### config.mk
export PLATFORM = sky130hd
export DESIGN_NAME = lfu_cache
export DESIGN_NICKNAME = d
export VERILOG_FILES = /design/src/rtl/core/lfu_pkg.sv /design/src/rtl/core/lfu_mem.sv /design/src/rtl/core/lfu_cache.sv
export VERILOG_INCLUDE_DIRS = /design/src /design/src/rtl/core
export SDC_FILE = /design/constraint.sdc
export NUM_CORES = 2
export LEC_CHECK = 0
export ABC_CLOCK_PERIOD_IN_PS = 8350
export BUFFER_PORTS_ARGS = -buffer_cell sky130_fd_sc_hd__buf_2
export CORE_AREA = 2 2 347 349
export DETAILED_ROUTE_END_ITERATION = 10
export DIE_AREA = 0 0 349 351
export PLACE_DENSITY = 0.72
export SETUP_SLACK_MARGIN = 0.05
export SYNTH_ARGS = -nofsm -noshare
export SYNTH_HDL_FRONTEND = slang
export SYNTH_HIERARCHICAL = 1
export SYNTH_SLANG_ARGS = --single-unit
### constraint.sdc
create_clock -name clk -period 8.35 [get_ports clk]
set_input_delay 0.4175 -clock clk [delete_from_list [all_inputs] [get_ports clk]]
set_output_delay 0.4175 -clock clk [all_outputs]
set_load 0.02 [all_outputs]
### src/rtl/core/lfu_cache_assert.svh
// ----------------------------------------------------------------------------
// lfu_cache_assert
// assertion macros for the lfu cache
// ----------------------------------------------------------------------------
`ifndef LFU_CACHE_ASSERT_SVH
`define LFU_CACHE_ASSERT_SVH
`ifndef SYNTHESIS
`define LFU_ASSERT_SAME(label, clk, rst_n, ante, cons) \
	label: assert property (@(posedge clk) disable iff (!rst_n) (ante) |-> (cons)) \
		else $error("lfu_cache assertion failed");
`define LFU_ASSERT_NEXT(label, clk, rst_n, ante, cons) \
	label: assert property (@(posedge clk) disable iff (!rst_n) (ante) |=> (cons)) \
		else $error("lfu_cache assertion failed");
`else
`define LFU_ASSERT_SAME(label, clk, rst_n, ante, cons)
`define LFU_ASSERT_NEXT(label, clk, rst_n, ante, cons)
`endif
`endif

### src/rtl/core/lfu_pkg.sv
// ----------------------------------------------------------------------------
// lfu_pkg
// shared types and constants of the lfu cache
// ----------------------------------------------------------------------------
package lfu_pkg;
	typedef enum logic [1:0] {ST_IDLE, ST_SCAN, ST_DECIDE, ST_UPDATE} lfu_state_t;
	localparam logic OP_GET = 1'b0;
	localparam logic OP_PUT = 1'b1;
	localparam int DATA_BITS = 32;
	localparam int CFG_BITS = 5;
	localparam logic [CFG_BITS-1:0] CAP_RESET = 5'd16;
	localparam logic [DATA_BITS-1:0] MISS_VALUE = 32'hFFFF_FFFF;
endpackage

### src/rtl/core/lfu_mem.sv
// ----------------------------------------------------------------------------
// lfu_mem
// entry store, one write and one registered read port
// ----------------------------------------------------------------------------
module lfu_mem #(
	parameter int DEPTH = 16,
	parameter int WIDTH = 84,
	parameter int AW = 4
) (
	input  logic             clk,
	input  logic             rd_en,
	input  logic [AW-1:0]    rd_addr,
	output logic [WIDTH-1:0] rd_data,
	input  logic             wr_en,
	input  logic [AW-1:0]    wr_addr,
	input  logic [WIDTH-1:0] wr_data
);
	logic [WIDTH-1:0] mem [DEPTH];

	always_ff @(posedge clk) begin
		if (wr_en) begin
			mem[wr_addr] <= wr_data;
		end
	end

	always_ff @(posedge clk) begin
		if (rd_en) begin
			rd_data <= mem[rd_addr];
		end
	end
endmodule

### src/rtl/core/lfu_cache.sv
// ----------------------------------------------------------------------------
// lfu_cache
// key-value cache with least-frequently-used replacement
// ----------------------------------------------------------------------------
// channel  | handshake             | payload
// command  | start / busy          | opcode, key, value
// result   | result_valid (strobe) | hit, read_value
// config   | cfg_valid / cfg_ready | cfg_data
//
// an item sweeps the entry memory twice through its single read port: a scan
// pass, then the decide state, then an update pass; busy stays high through
// all of them (the update is skipped on a get miss or a dropped put); start is
// taken again once busy is low.
// reset empties the cache at once through the valid flops; no clearing pass.
// the result strobe lasts one cycle; the receiver cannot stall it.
// ----------------------------------------------------------------------------
`include "lfu_cache_assert.svh"

module lfu_cache import lfu_pkg::*; #(
	parameter int CAPACITY = 16,
	parameter int COUNT_BITS = 16
) (
	input  logic                 clk,
	input  logic                 arst_n,
	input  logic                 start,
	output logic                 busy,
	input  logic                 opcode,
	input  logic [DATA_BITS-1:0] key,
	input  logic signed [DATA_BITS-1:0] value,
	input  logic                 cfg_valid,
	output logic                 cfg_ready,
	input  logic [CFG_BITS-1:0]  cfg_data,
	output logic                 result_valid,
	output logic                 hit,
	output logic signed [DATA_BITS-1:0] read_value
);
	localparam int IW = (CAPACITY > 1) ? $clog2(CAPACITY) : 1;
	localparam int NW = $clog2(CAPACITY + 1);
	localparam int WW = 2 * DATA_BITS + COUNT_BITS + IW;
	localparam int CNT_LO = IW;
	localparam int VAL_LO = IW + COUNT_BITS;
	localparam int KEY_LO = VAL_LO + DATA_BITS;
	localparam logic [NW-1:0] DEPTH_N = NW'(CAPACITY);
	localparam logic [COUNT_BITS-1:0] CNT_MAX = '1;
	localparam logic [COUNT_BITS-1:0] CNT_ONE = COUNT_BITS'(1);

	lfu_state_t state_q, state_d;
	logic [CFG_BITS-1:0] cap_q;
	logic [NW-1:0] cap_eff;
	logic [CAPACITY-1:0] valid_q;
	logic [NW-1:0] addr_q;
	logic rd_vld_s1;
	logic [IW-1:0] idx_s1;
	logic rd_en, wr_en, cfg_wr, accept, sweep_done, go_upd;
	logic [WW-1:0] rd_data, wr_data;
	logic [DATA_BITS-1:0] d_key, d_val;
	logic [COUNT_BITS-1:0] d_cnt;
	logic [IW-1:0] d_rec;
	logic d_valid;

	logic op_q;
	logic [DATA_BITS-1:0] key_q, val_q, hval_q;
	logic found_q, vic_found_q, free_found_q, dec_q;
	logic [IW-1:0] tgt_q, hrec_q, vic_q, vrec_q, free_q, old_q;
	logic [COUNT_BITS-1:0] hcnt_q, vcnt_q;
	logic [NW-1:0] occ_q;
	logic [WW-1:0] new_q;

	logic [IW-1:0] tgt_d, old_d;
	logic dec_d, ins_free;
	logic [WW-1:0] new_d;
	logic [COUNT_BITS-1:0] hcnt_inc;

	logic res_vld_q, res_hit_q;
	logic [DATA_BITS-1:0] res_val_q;

	assign cap_eff = (32'(cap_q) > 32'(CAPACITY)) ? DEPTH_N : NW'(cap_q);
	assign accept = start && !busy;
	assign cfg_wr = cfg_valid && cfg_ready;
	assign sweep_done = (addr_q == DEPTH_N) && !rd_vld_s1;
	assign d_key = rd_data[KEY_LO +: DATA_BITS];
	assign d_val = rd_data[VAL_LO +: DATA_BITS];
	assign d_cnt = rd_data[CNT_LO +: COUNT_BITS];
	assign d_rec = rd_data[IW-1:0];
	assign d_valid = valid_q[idx_s1];
	assign hcnt_inc = (hcnt_q == CNT_MAX) ? hcnt_q : hcnt_q + CNT_ONE;
	assign go_upd = (op_q == OP_GET) ? found_q : (cap_eff != '0);

	// next state
	always_comb begin
		state_d = state_q;
		unique case (state_q)
			ST_IDLE:   if (start) state_d = ST_SCAN;
			ST_SCAN:   if (sweep_done) state_d = ST_DECIDE;
			ST_DECIDE: state_d = go_upd ? ST_UPDATE : ST_IDLE;
			ST_UPDATE: if (sweep_done) state_d = ST_IDLE;
			default:   state_d = ST_IDLE;
		endcase
	end

	// outputs
	always_comb begin
		busy = (state_q != ST_IDLE);
		cfg_ready = (state_q == ST_IDLE);
		rd_en = ((state_q == ST_SCAN) || (state_q == ST_UPDATE)) && (addr_q < DEPTH_N);
		wr_en = 1'b0;
		wr_data = new_q;
		if ((state_q == ST_UPDATE) && rd_vld_s1) begin
			if (idx_s1 == tgt_q) begin
				wr_en = 1'b1;
			end else if (d_valid && dec_q && (d_rec > old_q)) begin
				wr_en = 1'b1;
				wr_data = {rd_data[WW-1:IW], d_rec - IW'(1)};
			end
		end
	end

	// decision on the scan summary
	always_comb begin
		tgt_d = tgt_q;
		old_d = hrec_q;
		dec_d = 1'b1;
		ins_free = 1'b0;
		new_d = {key_q, hval_q, hcnt_inc, IW'(occ_q - NW'(1))};
		if (op_q == OP_PUT) begin
			if (found_q) begin
				new_d = {key_q, val_q, hcnt_inc, IW'(occ_q - NW'(1))};
			end else if (occ_q >= cap_eff) begin
				tgt_d = vic_q;
				old_d = vrec_q;
				new_d = {key_q, val_q, CNT_ONE, IW'(occ_q - NW'(1))};
			end else begin
				tgt_d = free_q;
				dec_d = 1'b0;
				ins_free = 1'b1;
				new_d = {key_q, val_q, CNT_ONE, IW'(occ_q)};
			end
		end
	end

	always_ff @(posedge clk or negedge arst_n) begin
		if (!arst_n) begin
			state_q <= ST_IDLE;
			cap_q <= CAP_RESET;
			valid_q <= '0;
			addr_q <= '0;
			rd_vld_s1 <= 1'b0;
			res_vld_q <= 1'b0;
		end else begin
			state_q <= state_d;
			rd_vld_s1 <= rd_en;
			res_vld_q <= (state_q == ST_DECIDE) && (op_q == OP_GET);
			if (cfg_wr) begin
				cap_q <= cfg_data;
				valid_q <= '0;
			end
			if (accept || (state_q == ST_DECIDE)) begin
				addr_q <= '0;
			end else if (rd_en) begin
				addr_q <= addr_q + NW'(1);
			end
			if ((state_q == ST_DECIDE) && go_upd && ins_free) begin
				valid_q[free_q] <= 1'b1;
			end
		end
	end

	always_ff @(posedge clk) begin
		idx_s1 <= addr_q[IW-1:0];
		if (accept) begin
			op_q <= opcode;
			key_q <= key;
			val_q <= value;
			found_q <= 1'b0;
			vic_found_q <= 1'b0;
			free_found_q <= 1'b0;
			occ_q <= '0;
		end
		if ((state_q == ST_SCAN) && rd_vld_s1) begin
			if (d_valid) begin
				occ_q <= occ_q + NW'(1);
				if (d_key == key_q) begin
					found_q <= 1'b1;
					tgt_q <= idx_s1;
					hval_q <= d_val;
					hcnt_q <= d_cnt;
					hrec_q <= d_rec;
				end
				if (!vic_found_q || (d_cnt < vcnt_q) ||
				    ((d_cnt == vcnt_q) && (d_rec < vrec_q))) begin
					vic_found_q <= 1'b1;
					vic_q <= idx_s1;
					vcnt_q <= d_cnt;
					vrec_q <= d_rec;
				end
			end else if (!free_found_q) begin
				free_found_q <= 1'b1;
				free_q <= idx_s1;
			end
		end
		if (state_q == ST_DECIDE) begin
			tgt_q <= tgt_d;
			old_q <= old_d;
			dec_q <= dec_d;
			new_q <= new_d;
			res_hit_q <= found_q;
			res_val_q <= found_q ? hval_q : MISS_VALUE;
		end
	end

	lfu_mem #(
		.DEPTH(CAPACITY),
		.WIDTH(WW),
		.AW(IW)
	) u_mem (
		.clk(clk),
		.rd_en(rd_en),
		.rd_addr(addr_q[IW-1:0]),
		.rd_data(rd_data),
		.wr_en(wr_en),
		.wr_addr(idx_s1),
		.wr_data(wr_data)
	);

	assign result_valid = res_vld_q;
	assign hit = res_hit_q;
	assign read_value = res_val_q;

	`LFU_ASSERT_NEXT(a_get_gives_result, clk, arst_n, (state_q == ST_DECIDE) && (op_q == OP_GET), result_valid)
	`LFU_ASSERT_SAME(a_miss_value, clk, arst_n, result_valid && !hit, read_value == MISS_VALUE)
	`LFU_ASSERT_NEXT(a_accept_busy, clk, arst_n, accept, busy)
	`LFU_ASSERT_NEXT(a_cfg_flush, clk, arst_n, cfg_wr, valid_q == '0)
endmodule

==> run_results.csv <==
group,metric,value,unit
finish,syn2layout_area_growth,13.1,%
die,dieWidth,349,microns
critical_path,cp.arrival,5.16,ns
clocking,cts_tree,"yes",
synth,synth_compound_area_frac,0.0303,
critical_path,r2r_start,"idx_s1[0]",
job,drv_cap,0,
synth,synthFlopType,"edfxtp_1",
power_and_ir_drop,irDropWorstVdd,0.000333,V
drt,antenna_left,0,
finish,final_common_cell,"edfxtp_1",
synth,synth_adder_area_share,0.00642,
synth,yosys_warnings,6,
sta,timing.final.hold_violations,0,
min_path,min_path_type,"in2async",
critical_path,cp_max_fo,46,
critical_path,r2r_setup_slack,3.59,ns
clocking,clock_path_buffers,3,
power_and_ir_drop,p_per_area,320,mW/mm^2
sta,setup_tns,0,ns
clocking,clock-sinks,1741,
critical_path,end_kind,"flip-flop",
die,dieArea,0.122,sq mm
critical_path,crit_type,"reg2reg",
global_routing,grt_max_degree,146,
die,placementRows,127,
finish,layout_common_cells,"edfxtp_1 (1699), mux4_2 (340), clkbuf_16 (176)",
clocking,ctsResizeCount,0,
critical_path,crit_required,8.75,ns
global_routing,grt_overflow,0,
synth,netlist_instances,3026,
sta,relSlewSlack,0.196,
synth,synthXorXnorAreaFrac,0.00714,
drt,drt-pass1-iter-count,5,
synth,synthMuxAreaShare,0.136,
drt,vias,31600,
synth,synth_edf_count,1699,
synth,syn_area_per_cell,21.9,sq um
power_and_ir_drop,switching_power,6.81,mW
sta,worst_slew_pin_slew,1.20,ns
drt,drt_iter0_markers,4206,
global_routing,antenna_found_initial,4,
global_routing,grt_pass1_vias,32900,
critical_path,worstSetupStartpoint,"idx_s1[0]",
finish,nets,3405,
power_and_ir_drop,power_leakage,24.1,nW
power_and_ir_drop,p_sw_frac,0.285,
synth,syn_nets,3134,
clocking,clock_latency,0.79,ns
drt,routedWlPerCell,29.5,microns
status,outcome,"finished, final reports clean",
die,core_area,0.119,sq mm
synth,synth.distinct_cells,52,
drt,vias_per_cell,6.35,
clocking,numCtsBuffers,170,
die,die-height,351,microns
clocking,htreeDepth,4,
die,io_pins,110,
synth,synth_simple_gate_area_share,0.0213,
sta,setup_viol,0,
power_and_ir_drop,seqPwrFrac,0.461,
placement,hpwl,75800,microns
synth,yosys_register_bits,1741,
power_and_ir_drop,pwr-share-clk,0.314,
synth,syn-cell-area,0.0662,sq mm
die,start_util,0.556,
sta,rsz0062_at_grt,"no",
global_routing,grt.total_usage,0.244,
drt,wirelength,147000,microns
finish,diodes,0,
power_and_ir_drop,internal_power,17.1,mW
finish,nFillCells,7681,
sta,fmax,210,MHz
critical_path,r2r-end,"u_mem/mem[3][40]",
synth,async_flop_share,0.0172,
critical_path,reg2regPathDepth,9,
finish,drive_above_1_share,0.271,
power_and_ir_drop,totalPowerFinal,23.9,mW
sta,period_minus_slack,4.76,ns
placement,place.gp.congestion,0.810,
power_and_ir_drop,combPwrFrac,0.226,
sta,slew_violations,0,
clocking,cts_root_buf,"clkbuf_16",
placement,io_buffers,109,
synth,yosysSeqAreaShare,0.785,
global_routing,grt_first_pass_wirelength,217000,microns
drt,drcViolationCount,0,
sta,min_period_over_period,0.570,
critical_path,cp-start-kind,"flip-flop",
clocking,cts.clk_slew.worst_paths,0.06,ns
sta,final.setup_skew,0.0401,ns
synth,synth_top_family_by_area,"multiplexers",
sta,holdWs,0.211,ns
[what timing repair did]
action                                 4_1_cts  5_1_grt
buffers inserted                             0        0
setup endpoints to repair                    0        0
hold buffers                                72        0
endpoints found under the hold margin      100        0
[metal layers]
layer / track usage / share of wire / vias to the layer above
li1: - / - / 13100
met1: 0.347 / 0.39 / 16600
met2: 0.389 / 0.49 / 1672
met3: 0.0459 / 0.094 / 230
met4: 0.0779 / 0.025 / 2
met5: 0 / 0.000088 / -
[registers in the layout, indices dropped and copies added (netlist names), 32 cells and up]
signal	cells
new_q	84
read_value	32
u_mem/mem	1344
val_q	32
hval_q	32
key_q	32
u_mem/rd_data	84
[cell type report]
cell class	count	area, sq um	area share
repair buffers	240	1780	0.0238
clock buffers	212	4540	0.0606
inverters	41	160	0.00214
clock inverters	99	938	0.0125
well taps	1548	1940	0.0259
multi-input cells	1103	13500	0.180
flip-flops and latches	1741	52000	0.695
[Yosys cell counts (all sizes together), types with 8 or more instances]
cell | number | share of area
a21oi | 28 | 0.0021
a22oi | 168 | 0.022
buf | 82 | 0.0076
clkbuf | 59 | 0.0034
dfrtp | 29 | 0.011
dfxtp | 12 | 0.0036
edfxtp | 1699 | 0.77
ha | 34 | 0.0064
inv | 41 | 0.0023
mux2 | 117 | 0.020
mux4 | 340 | 0.12
nand2 | 136 | 0.0077
nand2b | 37 | 0.0035
nand3 | 15 | 0.0011
nand4 | 13 | 0.0012
nor2 | 40 | 0.0023
nor2b | 8 | 0.00076
nor3 | 12 | 0.00091
nor4 | 11 | 0.0010
o21ai | 39 | 0.0029
xnor2 | 13 | 0.0017
xor2 | 41 | 0.0054
[critical path: stages (launching register included)]
cell and delay (ns):
dfxtp_1 0.79, mux4_2 0.36, mux2i_1 0.11, mux2i_4 0.25, nand4_1 0.13, a21oi_1 0.32
or3b_2 0.61, nor2_4 0.32, buf_4 0.58, buf_4 0.79
[per-stage QoR]
stage,setup WS [ns],util,std cells,instance area (sq um)
after floorplan,0.328,-,3026,66200
after global placement,3.72,0.577,4601,68700
after detailed placement,3.63,0.577,4601,68700
after CTS,3.58,0.629,4984,74900
after global routing,3.34,0.629,4984,74900
final,3.59,0.629,4984,74900
[kinds of logic (layout without fill, tap and decap cells)]
logic type                 Yosys count  in the layout
AOI/OAI and AO/OA                  261            261
xor gates and xnor gates            54             54
adders and majority gates           34             34
buffers and inverters              182            592
DFF                               1741           1741
muxes                              460            460
and+or+nand+nor                    294            294
[power by group through the flow]
| stage | combinational (mW) | clock (mW) | sequential (mW) |
|---|---|---|---|
| finish | 5.40 | 7.51 | 11.0 |
| global route | 5.80 | 7.93 | 11.1 |
| CTS | 5.44 | 7.62 | 11.0 |
| detailed placement | 5.36 | 0 | 11.2 |
| global placement | 5.24 | 0 | 11.2 |
| floorplan | 4.01 | 0 | 11.0 |
[worst max path at each step]
stage	end	slack [ns]	cells past startpoint
after floorplan	u_mem/mem[12][0]	0.33	8
final	u_mem/mem[3][40]	3.59	9
after global routing	u_mem/mem[3][16]	3.34	9
after detailed placement	u_mem/mem[3][33]	3.63	9
after CTS	u_mem/mem[3][16]	3.58	9
after global placement	u_mem/mem[1][33]	3.72	9
Note: power is estimated with default switching activity, not from simulation.
